`src/rtl/pmfb_pkg.sv`:
```
// shared types and codes for the paged monochrome framebuffer engine
// no dependencies
`default_nettype none

package pmfb_pkg;

  localparam int CoordW = 12;

  typedef enum logic [2:0] {
    KIND_SET       = 3'd0,
    KIND_CLEAR     = 3'd1,
    KIND_INVERT    = 3'd2,
    KIND_READ_PIX  = 3'd3,
    KIND_READ_BYTE = 3'd4,
    KIND_CLEAR_ALL = 3'd5
  } kind_e;

  typedef enum logic [1:0] {
    ST_SWEEP,
    ST_IDLE,
    ST_MODIFY
  } state_e;

  typedef struct packed {
    logic [2:0]               kind;
    logic signed [CoordW-1:0] col;
    logic signed [CoordW-1:0] row;
  } item_t;

  typedef struct packed {
    logic       pixel_bit;
    logic [7:0] page_byte;
    logic       clipped;
  } result_t;

  // decoded item, handed from the coordinate decoder to the control
  typedef struct packed {
    kind_e      kind;
    logic       mem_op;
    logic       clip;
    logic [2:0] bit_sel;
  } ctrl_t;

endpackage

`default_nettype wire

```
`src/rtl/pmfb_decode.sv`:
```
// coordinate decoder: clip test, store address and bit select of one item
// depends on pmfb_pkg
`default_nettype none

module pmfb_decode #(
  parameter int SCREEN_WIDTH  = 128,
  parameter int SCREEN_HEIGHT = 64,
  parameter int ADDR_W        = 10
) (
  input  pmfb_pkg::item_t     item_i,
  output pmfb_pkg::ctrl_t     ctrl_o,
  output logic [ADDR_W-1:0]   addr_o
);
  import pmfb_pkg::*;

  localparam logic [CoordW-1:0] ColLim = CoordW'(SCREEN_WIDTH);
  localparam logic [CoordW-1:0] RowLim = CoordW'(SCREEN_HEIGHT);
  localparam logic [ADDR_W-1:0] RowPitch = ADDR_W'(SCREEN_WIDTH);

  logic [CoordW-1:0] col_u;
  logic [CoordW-1:0] row_u;
  logic              on_screen;
  logic [ADDR_W-1:0] page;

  assign col_u = item_i.col;
  assign row_u = item_i.row;

  // negative coordinates have the sign bit set and fail first
  assign on_screen = !col_u[CoordW-1] && !row_u[CoordW-1] &&
                     (col_u < ColLim) && (row_u < RowLim);

  assign page   = ADDR_W'(row_u[CoordW-1:3]);
  assign addr_o = ADDR_W'(page * RowPitch) + ADDR_W'(col_u);

  always_comb begin
    ctrl_o.kind    = kind_e'(item_i.kind);
    ctrl_o.bit_sel = row_u[2:0];
    case (item_i.kind) inside
      KIND_SET, KIND_CLEAR, KIND_INVERT, KIND_READ_PIX, KIND_READ_BYTE: begin
        ctrl_o.mem_op = 1'b1;
        ctrl_o.clip   = !on_screen;
      end
      default: begin
        ctrl_o.mem_op = 1'b0;
        ctrl_o.clip   = 1'b0;
      end
    endcase
  end

endmodule

`default_nettype wire

```
`config.mk`:
```
export PLATFORM = sky130hd
export DESIGN_NAME = pmfb_decode
export DESIGN_NICKNAME = d
export VERILOG_FILES = /design/src/rtl/pmfb_pkg.sv /design/src/rtl/pmfb_decode.sv
export SDC_FILE = /design/constraint.sdc
export NUM_CORES = 1
export LEC_CHECK = 0
export BUFFER_PORTS_ARGS = -buffer_cell sky130_fd_sc_hd__clkbuf_2
export CORE_AREA = 3 3 40 42
export DETAILED_ROUTE_END_ITERATION = 6
export DIE_AREA = 0 0 43 45
export SKIP_LAST_GASP = 1
export SYNTH_ARGS = -nofsm -noshare
export SYNTH_HDL_FRONTEND = slang
export SYNTH_SLANG_ARGS = --single-unit
export TNS_END_PERCENT = 20
```
`constraint.sdc`:
```
create_clock -name vclk -period 1.2
set_input_delay 0 -clock vclk [all_inputs]
set_output_delay 0 -clock vclk [all_outputs]
set_load 0.005 [all_outputs]
```
-- After elaboration in Yosys (flattened, before gate mapping)
Cells that the tools add are included.
W data, S select, Z words.
- memories: 0
- bits in read-only memories: 0
- output and inout bits: 18
- logic and storage cells: 16
- register bits: 0
- bits in latches: 0
- memory bits (writable): 0
- $lt $le $gt $ge: 2
- shift operators: 0
- div/mod/pow operators: 0
- $add $sub $neg: 1
- equality and inequality tests: 4
- bitwise logic cells: 0
- reduce and logical (&&, ||, !) cells: 8
- mux-type cells: 1
- $mul: 0
- operators by type and width (kind ; count):
    $lt A12 B7 Y1 const B ; 1
    $lt A12 B8 Y1 const B ; 1
    $add A10 B10 Y10 ; 1
    $eq A3 B2 Y1 const B ; 2
    $reduce_or A5 Y1 ; 1
    $eq A3 B1 Y1 const B ; 1
    $eq A3 B3 Y1 const B ; 1
    $logic_and A1 B1 Y1 ; 3
    $logic_not A1 Y1 ; 3
    $logic_not A3 Y1 ; 1
    $mux W2 ; 1

-- Longest topological paths before layout
Gate-level depths: netlist of the first run.
- depth in word-level cells: 6
- depth in mapped cells: 4
- gate-level depth less buffers: 4

-- Least setup slack after synthesis of the first run
OpenSTA, ideal clock, no wires.
- path type: in2out
- start point: input port item_i[3] (netlist name)
- end point: output port addr_o[9]
- required time: 1.200 ns
- setup slack: 0.331 ns
- path buffers: 0
- arrival: 0.869 ns
- stages: 4
- path through: ha_1 fa_1 xnor2_1 xnor2_1
- cells in the longest elaborated chain, start to end: 1
- ends and longest elaborated chain (what ; line ; source):
    from (decl) ; pmfb_decode.sv:10 ; input pmfb_pkg::item_t item_i,
    $add A10 B10 Y10 ; pmfb_decode.sv:33 ; assign addr_o = ADDR_W'(page * RowPitch) + ADDR_W'(col_u);
    to (decl) ; pmfb_decode.sv:12 ; output logic [ADDR_W-1:0] addr_o
Every way passes these cells.

-- Worst setup path in the final report of the first run
Ends and elaborated chain as after synthesis.

==> reports/metrics.yaml, run 1 <==
p_per_area_nw_per_um2: 346
gp_congestion: 0.609
globalRouteOverflowTotal: 0
wl_per_cell_um: 8.43
drtIter0Drc: 0
nFillCells: 144
design_power_total_mw: 0.0793
grt_pass1_vias: 164
critPathSlowestCell: "fa_1"
dp_cells: 49
post-route-period-util_pct: 92.4
slew_viol_final: 0
antenna_found_initial: 0
synth_area_um2: 183
cts_resized: 0
hold_ws_ns: 0.00000224
synth_warnings: 0
wl_um: 413
top_level_ports: 45
worstHoldPathCells: 0
ant_nets: 0
synth_common_cells: "buf_4, or4_1, xnor2_1"
regArea_um2: 0
period_needed_ns: 1.11
yosysTopAreaCellShare_pct: 53.4
detailedRoute.firstPassIterationCount: 1
crit_chain: "clkbuf_2, ha_1, fa_1, xnor2_1, xnor2_1, clkbuf_2"
maxSlewHeadroom_pct: 83.1
cp_slowest_stage_delay_ns: 0.37
path_buf_inv: 2
setup_viol_count_final: 0
initial_core_util_pct: 14.2
post-cts-setup-buffers: 0
final_hold_viol_count: 0
end_kind: "output pin"
critical_path_peak_fanout: 1
port_buffers: 25
core_um2: 1280
drive_gt1_share_pct: 73.5
fin_setup_tns_ns: 0
worst-path-stages: 6
drc_errors: 0
clock_buffers: 0
finish.net_count: 65
die_area_um2: 1940
area_delta_synth_final_pct: 25.3
max_freq_mhz: 902
vias_per_cell: 3.80
vias: 186
status: "finished, final reports clean"
startpoint_type: "primary input"
die_w_um: 43
path_delay_family: "adder cells"
nFlopsAndLatches: 0
ys_seq_area_share_pct: 0
rsz0062_at_grt: "no"
yosysMostFrequentCell: "buf_4"
fin_cells: 49
syn_area_per_cell_um2: 8.30
synth_area_leaders: "buf_4, fa_1, xnor2_1, or4_1, ha_1"
syn_inst: 22
maxCapViolations: 0
grt_pass1_wl_um: 641
utilization_pct: 17.8
worst_pin_slew_ns: 0.251
synth_largest_area_cell: "buf_4"
grt_usage_pct: 3.98
cts_hold_buf: 0
rows: 13
hold_class: "in2out"
path_class: "in2out"
antenna_cells: 0
synth_nets: 51
synthDistinctLibCells: 8
arrival_ns: 1.11
grt_start_max_net_pins: 3
vdd_drop_max_mv: 0.100
cellLeakagePower_nw: 0.129
die_h_um: 45
cp.required_ns: 1.20
-- cells by family (layout without fill, tap and decap cells) --
family / count (synthesis) / count (layout) / synth area share, %
buffers and inverters: 13 / 25 / 53.4
and+or+nand+nor: 3 / 3 / 11.6
adders and majority gates: 2 / 2 / 17.8
AOI/OAI and AO/OA: 2 / 2 / 7.53
xor gates and xnor gates: 2 / 2 / 9.59
-- final cells by class --
class              instances  area (µm²)  area share [%]
multi-input cells          9        85.1            37.2
well taps                 15        18.8            8.20
repair buffers            25         125            54.6
-- metrics by stage --
step	cell area (µm²)	worst slack, ns
2_1_floorplan	183	0.331
3_3_place_gp	229	0.0768
3_5_place_dp	229	0.0907
4_1_cts	229	0.0796
5_1_grt	229	0.0186
6_report	229	0.0913
-- worst paths after layout --
kind,start,end
worst max-delay path,item_i[3],addr_o[9]
worst min-delay path,item_i[1],ctrl_o[1]
-- metal layers --
metal  GRT usage, %  routed length, µm  share of wire, %  up-vias
met4           1.20                  2              0.48        0
li1               -                  -                 -       88
met1           4.06                112                27       78
met3          0.797                 89                22        2
met5              0                  0                 0        -
met2           8.08                209                51       18
-- report_power, final --
group	switching (mW)	internal (mW)
logic	0.0307	0.0486
registers	0	0
clock network	0	0
-- layout by cell type, fill, tap and decap left out, drive strengths merged --
| cell | n |
|---|---|
| xnor2 | 2 |
| o31a | 1 |
| fa | 1 |
| clkbuf | 25 |
| or4 | 2 |
| o21ai | 1 |
| ha | 1 |
| or3 | 1 |
No activity file was read; power rests on OpenSTA's default activity.
==> inputs of run 2 (changes only) <==
--- a/config.mk
+++ b/config.mk
@@ -5,7 +5,9 @@
 export SDC_FILE = /design/constraint.sdc
 export NUM_CORES = 1
 export LEC_CHECK = 0
+export ABC_AREA = 1
 export BUFFER_PORTS_ARGS = -buffer_cell sky130_fd_sc_hd__clkbuf_2
+export CAP_MARGIN = 20
 export CORE_AREA = 3 3 40 42
 export DETAILED_ROUTE_END_ITERATION = 6
 export DIE_AREA = 0 0 43 45
==> run 2 against run 1 <==
  * First-iteration DRC count is the same
  * Global-route usage grew 0.50 points
  * Cell area grew 9.3%
  * Highest routed layer is now met3
  * Sequential share of layout area is the same
  * Die area is the same
==> reports/metrics.yaml, run 2 <==
combPwrFrac_pct: 100.0  # about the same
final_hold_viol_count: 0  # unchanged
globalRouteOverflowTotal: 0  # unchanged
vias_per_cell: 3.51  # -7.6%
vdd_drop_max_mv: 0.0590  # -41%
die_area_um2: 1940  # unchanged
cts_hold_buf: 0  # unchanged
synth_area_leaders: "buf_4, nor2_1, fa_1, xnor2_1, ha_1"
synth_area_um2: 204  # +12%
p_switching_mw: 0.0341  # +11%
cts_resized: 0  # unchanged
fin_setup_tns_ns: 0  # unchanged
die_h_um: 45  # unchanged
internal-power_mw: 0.0498  # +2.5%
period_needed_ns: 0.937  # -0.172 ns
nFillCells: 157  # +9.0%
setup_viol_count_final: 0  # unchanged
yosysTopAreaCellShare_pct: 47.9  # -5.6 points
grt_pass1_wl_um: 703  # +9.7%
area_delta_synth_final_pct: 22.7
core_um2: 1280  # unchanged
detailedRoute.firstPassIterationCount: 1  # unchanged
arrival_ns: 0.94  # -0.17 ns
synth_nets: 59  # +16%
layout_commonest_cell: "clkbuf_2"
nFlopsAndLatches: 0  # unchanged
synth_largest_area_cell: "buf_4"
swShare_pct: 40.7  # +1.9 points
path_class: "in2out"
grt_pass1_vias: 195  # +19%
status: "finished, final reports clean"
ys_seq_area_share_pct: 0  # unchanged
drtIter0Drc: 0  # unchanged
ant_nets: 0  # unchanged
antenna_cells: 0  # unchanged
post-route-period-util_pct: 78.1  # -14 points
startpoint_type: "primary input"
dp_cells: 57  # +16%
critical_path_peak_fanout: 1  # unchanged
maxCapViolations: 0  # unchanged
post-cts-setup-buffers: 0  # unchanged
antenna_found_initial: 0  # unchanged
cellLeakagePower_nw: 0.151  # +16%
multi_input_area_um2: 98.8  # +16%
wl_um: 444  # +7.5%
finish.net_count: 73  # +12%
gp_congestion: 0.534  # -12%
drive_gt1_share_pct: 59.5  # -14 points
syn_area_per_cell_um2: 6.80  # -18%
die_w_um: 43  # unchanged
drc_errors: 0  # unchanged
seqPwrFrac_pct: 0  # unchanged
worst_pin_slew_ns: 0.178  # -0.0731 ns
synthDistinctLibCells: 10  # +2
maxSlewHeadroom_pct: 88.0  # +5.0 points
p_per_area_nw_per_um2: 335  # -3.1%
grt_start_max_net_pins: 3  # unchanged
synth_common_cells: "buf_4, nor2_1, inv_1, nand2_1, xnor2_1"
initial_core_util_pct: 15.9  # +1.7 points
cp.required_ns: 1.20  # about the same
hold_class: "in2out"
vias: 200  # +7.5%
post-dp-hpwl_um: 442
wl_per_cell_um: 7.79  # -7.6%
rows: 13  # unchanged
end_kind: "output pin"
p_clk_share_pct: 0  # unchanged
slew_viol_final: 0  # unchanged
grt_usage_pct: 4.49  # +0.50 points
max_freq_mhz: 1070  # +18%
worstHoldPathCells: 0  # unchanged
clock_buffers: 0  # unchanged
top_level_ports: 45  # unchanged
syn_inst: 30  # +36%
rsz0062_at_grt: "no"
port_buffers: 25  # unchanged
fin_cells: 57  # +16%
final_cell_mix: "clkbuf_2, nor2_1, inv_1, nand2_1, xnor2_1"
regArea_um2: 0  # unchanged
yosysMostFrequentCell: "buf_4"
synth_warnings: 0  # unchanged
[run 2: per-stage QoR]
step                power, mW  hold WS, ns  setup WS (ns)  instance area (µm²)  utilization (%)
finish                 0.0840   0.00000224          0.263                  250             19.5
global route           0.0972   0.00000795          0.203                  250             19.5
CTS                    0.0868    0.0000346          0.247                  250             19.5
detailed placement     0.0863    0.0000346          0.250                  250             19.5
global placement       0.0851    0.0000346          0.271                  250             19.5
floorplan              0.0651       0.0808          0.459                  204                -
[run 2: routing by layer]
metal	share of wire, %	vias to the layer above	GRT usage [%]
met5	0	-	0
met1	24	89	4.07
met3	14	0	0.797
met2	61	9	10.2
met4	0	0	0.602
li1	-	102	-
[run 2: layout make-up]
class,count,share of cell area [%]
Inverter,2,3.00
Multi-Input combinational cell,15,39.5
Tap cell,15,7.50
Timing Repair Buffer,25,50.0
[run 2: kinds of logic after synthesis]
kind of cell	Yosys count	synth area share, %
xor+xnor	2	8.59
simple gates	9	17.8
compound gates	2	6.13
buf+inv	15	51.5
fa+ha+maj	2	16.0
[run 2: path summary, 6_finish.rpt]
check	startpoint	to	slack, ns
worst max-delay path	item_i[3]	addr_o[9]	0.26
worst min-delay path	item_i[13]	addr_o[1]	0.000002
[run 2: worst max-delay path, cell delays in order]
cell,delay (ns)
clkbuf_2,0.08
ha_1,0.19
fa_1,0.38
xnor2_1,0.16
clkbuf_2,0.13
[run 2: power groups by stage]
| stage | registers [mW] | clock network (mW) | logic, mW |
|---|---|---|---|
| 5_1_grt | 0 | 0 | 0.0972 |
| 3_5_place_dp | 0 | 0 | 0.0863 |
| 2_1_floorplan | 0 | 0 | 0.0651 |
| 6_report | 0 | 0 | 0.0840 |
| 3_3_place_gp | 0 | 0 | 0.0851 |
| 4_1_cts | 0 | 0 | 0.0868 |
==> inputs of run 3 (changes only) <==
--- a/config.mk
+++ b/config.mk
@@ -5,7 +5,7 @@
 export SDC_FILE = /design/constraint.sdc
 export NUM_CORES = 1
 export LEC_CHECK = 0
-export ABC_AREA = 1
+export ABC_AREA = 0
 export BUFFER_PORTS_ARGS = -buffer_cell sky130_fd_sc_hd__clkbuf_2
 export CAP_MARGIN = 20
 export CORE_AREA = 3 3 40 42
==> constraint.sdc (replaced) <==
create_clock -name vclk -period 0.8
set_input_delay 0 -clock vclk [all_inputs]
set_output_delay 0 -clock vclk [all_outputs]
set_load 0.005 [all_outputs]
==> run 3 against run 2 <==
  * The flow now finishes with violations (negative setup slack)
  * Critical path depth grew 1
  * Power grew 72%
  * First-iteration DRC count is the same
  * Wire length grew 14%
  * Sequential cell count is the same
  * Global-route usage grew 0.33 points
  * Critical path type unchanged
==> reports/metrics.yaml, run 3 (synthesized netlist as in run 1, its figures left out) <==
status: "finished with violations"
violations: "negative setup slack"
layout_commonest_cell: "clkbuf_2"
internal-power_mw: 0.0900  # +81%
post-route-period-util_pct: 127
combPwrFrac_pct: 100.0  # about the same
nFlopsAndLatches: 0  # unchanged
regArea_um2: 0  # unchanged
clock_buffers: 0  # unchanged
hold_class: "in2out"
hold_ws_ns: 0.00000226  # +0.0000000188 ns
p_clk_share_pct: 0  # unchanged
worst_pin_slew_ns: 0.246  # +0.0677 ns
final_area_um2: 275  # +10%
max_freq_mhz: 987
setup_viol_count_final: 3  # +3
cts_hold_buf: 0  # unchanged
post-dp-hpwl_um: 489  # +11%
period_needed_ns: 1.01
grt_pass1_vias: 181  # -7.2%
worstHoldPathCells: 0  # unchanged
finish.net_count: 66  # -9.6%
antenna_cells: 0  # unchanged
core_um2: 1280  # unchanged
final_hold_viol_count: 0  # unchanged
holdCritStartpoint: "item_i[14]"
critical_path_peak_fanout: 2  # +1
globalRouteOverflowTotal: 0  # unchanged
setup_slack_ns: -0.214  # -0.476 ns
startpoint_type: "primary input"
end_kind: "output pin"
die_w_um: 43  # unchanged
multi_input_area_um2: 115  # +16%
seqPwrFrac_pct: 0  # unchanged
vdd_drop_max_mv: 0.180  # +200%
wl_per_cell_um: 10.1  # +30%
port_buffers: 25  # unchanged
nFillCells: 143  # -8.9%
antenna_found_initial: 0  # unchanged
die_area_um2: 1940  # unchanged
wl_um: 505  # +14%
top_level_ports: 45  # unchanged
cp_slowest_stage_delay_ns: 0.35  # -0.03 ns
vias: 183  # -8.5%
maxCapViolations: 0  # unchanged
crit_chain: "clkbuf_8, ha_4, fa_2, xnor2_2, xnor2_1, clkbuf_2"
path_class: "in2out"
initial_core_util_pct: 14.2  # -1.7 points
cellLeakagePower_nw: 0.145  # -4.0%
min_to: "addr_o[2]"
vias_per_cell: 3.66  # +4.3%
p_switching_mw: 0.0547  # +60%
dp_slack_ns: -0.277  # -0.527 ns
place_area_um2: 259  # +3.5%
die_h_um: 45  # unchanged
p_per_area_nw_per_um2: 525  # +57%
slew_viol_final: 0  # unchanged
gp_congestion: 0.626  # +17%
arrival_ns: 1.01  # +0.07 ns
area_delta_synth_final_pct: 50.7
grt_start_max_net_pins: 3  # unchanged
critPathSlowestCell: "fa_2"
post-cts-setup-buffers: 0  # unchanged
swShare_pct: 37.8  # -2.9 points
cp.required_ns: 0.80  # -0.40 ns
maxSlewHeadroom_pct: 83.4  # -4.6 points
final_cell_mix: "clkbuf_2, or4_4"
rsz0062_at_grt: "yes"
rows: 13  # unchanged
grt_usage_pct: 4.81  # +0.33 points
drive_gt1_share_pct: 88.6  # +29 points
drc_errors: 0  # unchanged
ant_nets: 0  # unchanged
detailedRoute.firstPassIterationCount: 1  # unchanged
grt_pass1_wl_um: 731  # +4.0%
drtIter0Drc: 0  # unchanged
run 3: layout make-up:
cell class,instances,share of cell area (%)
multi-input combinational,9,41.8
tap,15,6.82
timing repair buffer,26,51.4
run 3: what timing repair did:
item / in CTS / in global routing
pin swaps: 3 / 1
gates resized for setup: 2 / 1
setup endpoints to repair: 3 / 3
run 3: metrics by stage:
step	power [mW]	instances	util, %	setup TNS [ns]
2_1_floorplan	0.104	22	-	-0.0340
3_3_place_gp	0.140	50	20.2	-0.604
3_5_place_dp	0.142	50	20.2	-0.627
4_1_cts	0.147	50	21.1	-0.534
5_1_grt	0.161	50	21.4	-0.601
6_report	0.145	50	21.4	-0.496
run 3: worst max path at each step:
stage / slack (ns) / start / cells past startpoint / endpoint
6_report: -0.21 / item_i[19] / 6 / addr_o[9]
3_5_place_dp: -0.28 / item_i[19] / 6 / addr_o[9]
5_1_grt: -0.25 / item_i[19] / 6 / addr_o[9]
2_1_floorplan: -0.02 / item_i[3] / 4 / addr_o[9]
3_3_place_gp: -0.27 / item_i[19] / 6 / addr_o[9]
4_1_cts: -0.23 / item_i[19] / 6 / addr_o[9]
run 3: worst max-delay path, delay by kind of cell:
family | cells | cell delay, ns
xor+xnor | 2 | 0.27
fa+ha+maj | 2 | 0.50
buf+inv | 2 | 0.25
run 3: per-layer routing:
metal	global-route usage, %	vias to the layer above	routed length (µm)
li1	-	88	-
met1	5.73	71	179
met2	9.28	24	215
met3	1.20	0	109
met4	0	0	0
met5	0	-	0
run 3: power groups by stage:
| stage | Sequential, mW | Clock, mW | Combinational (mW) |
|---|---|---|---|
| 3_5_place_dp | 0 | 0 | 0.142 |
| 6_report | 0 | 0 | 0.145 |
| 3_3_place_gp | 0 | 0 | 0.140 |
| 5_1_grt | 0 | 0 | 0.161 |
| 4_1_cts | 0 | 0 | 0.147 |
| 2_1_floorplan | 0 | 0 | 0.104 |
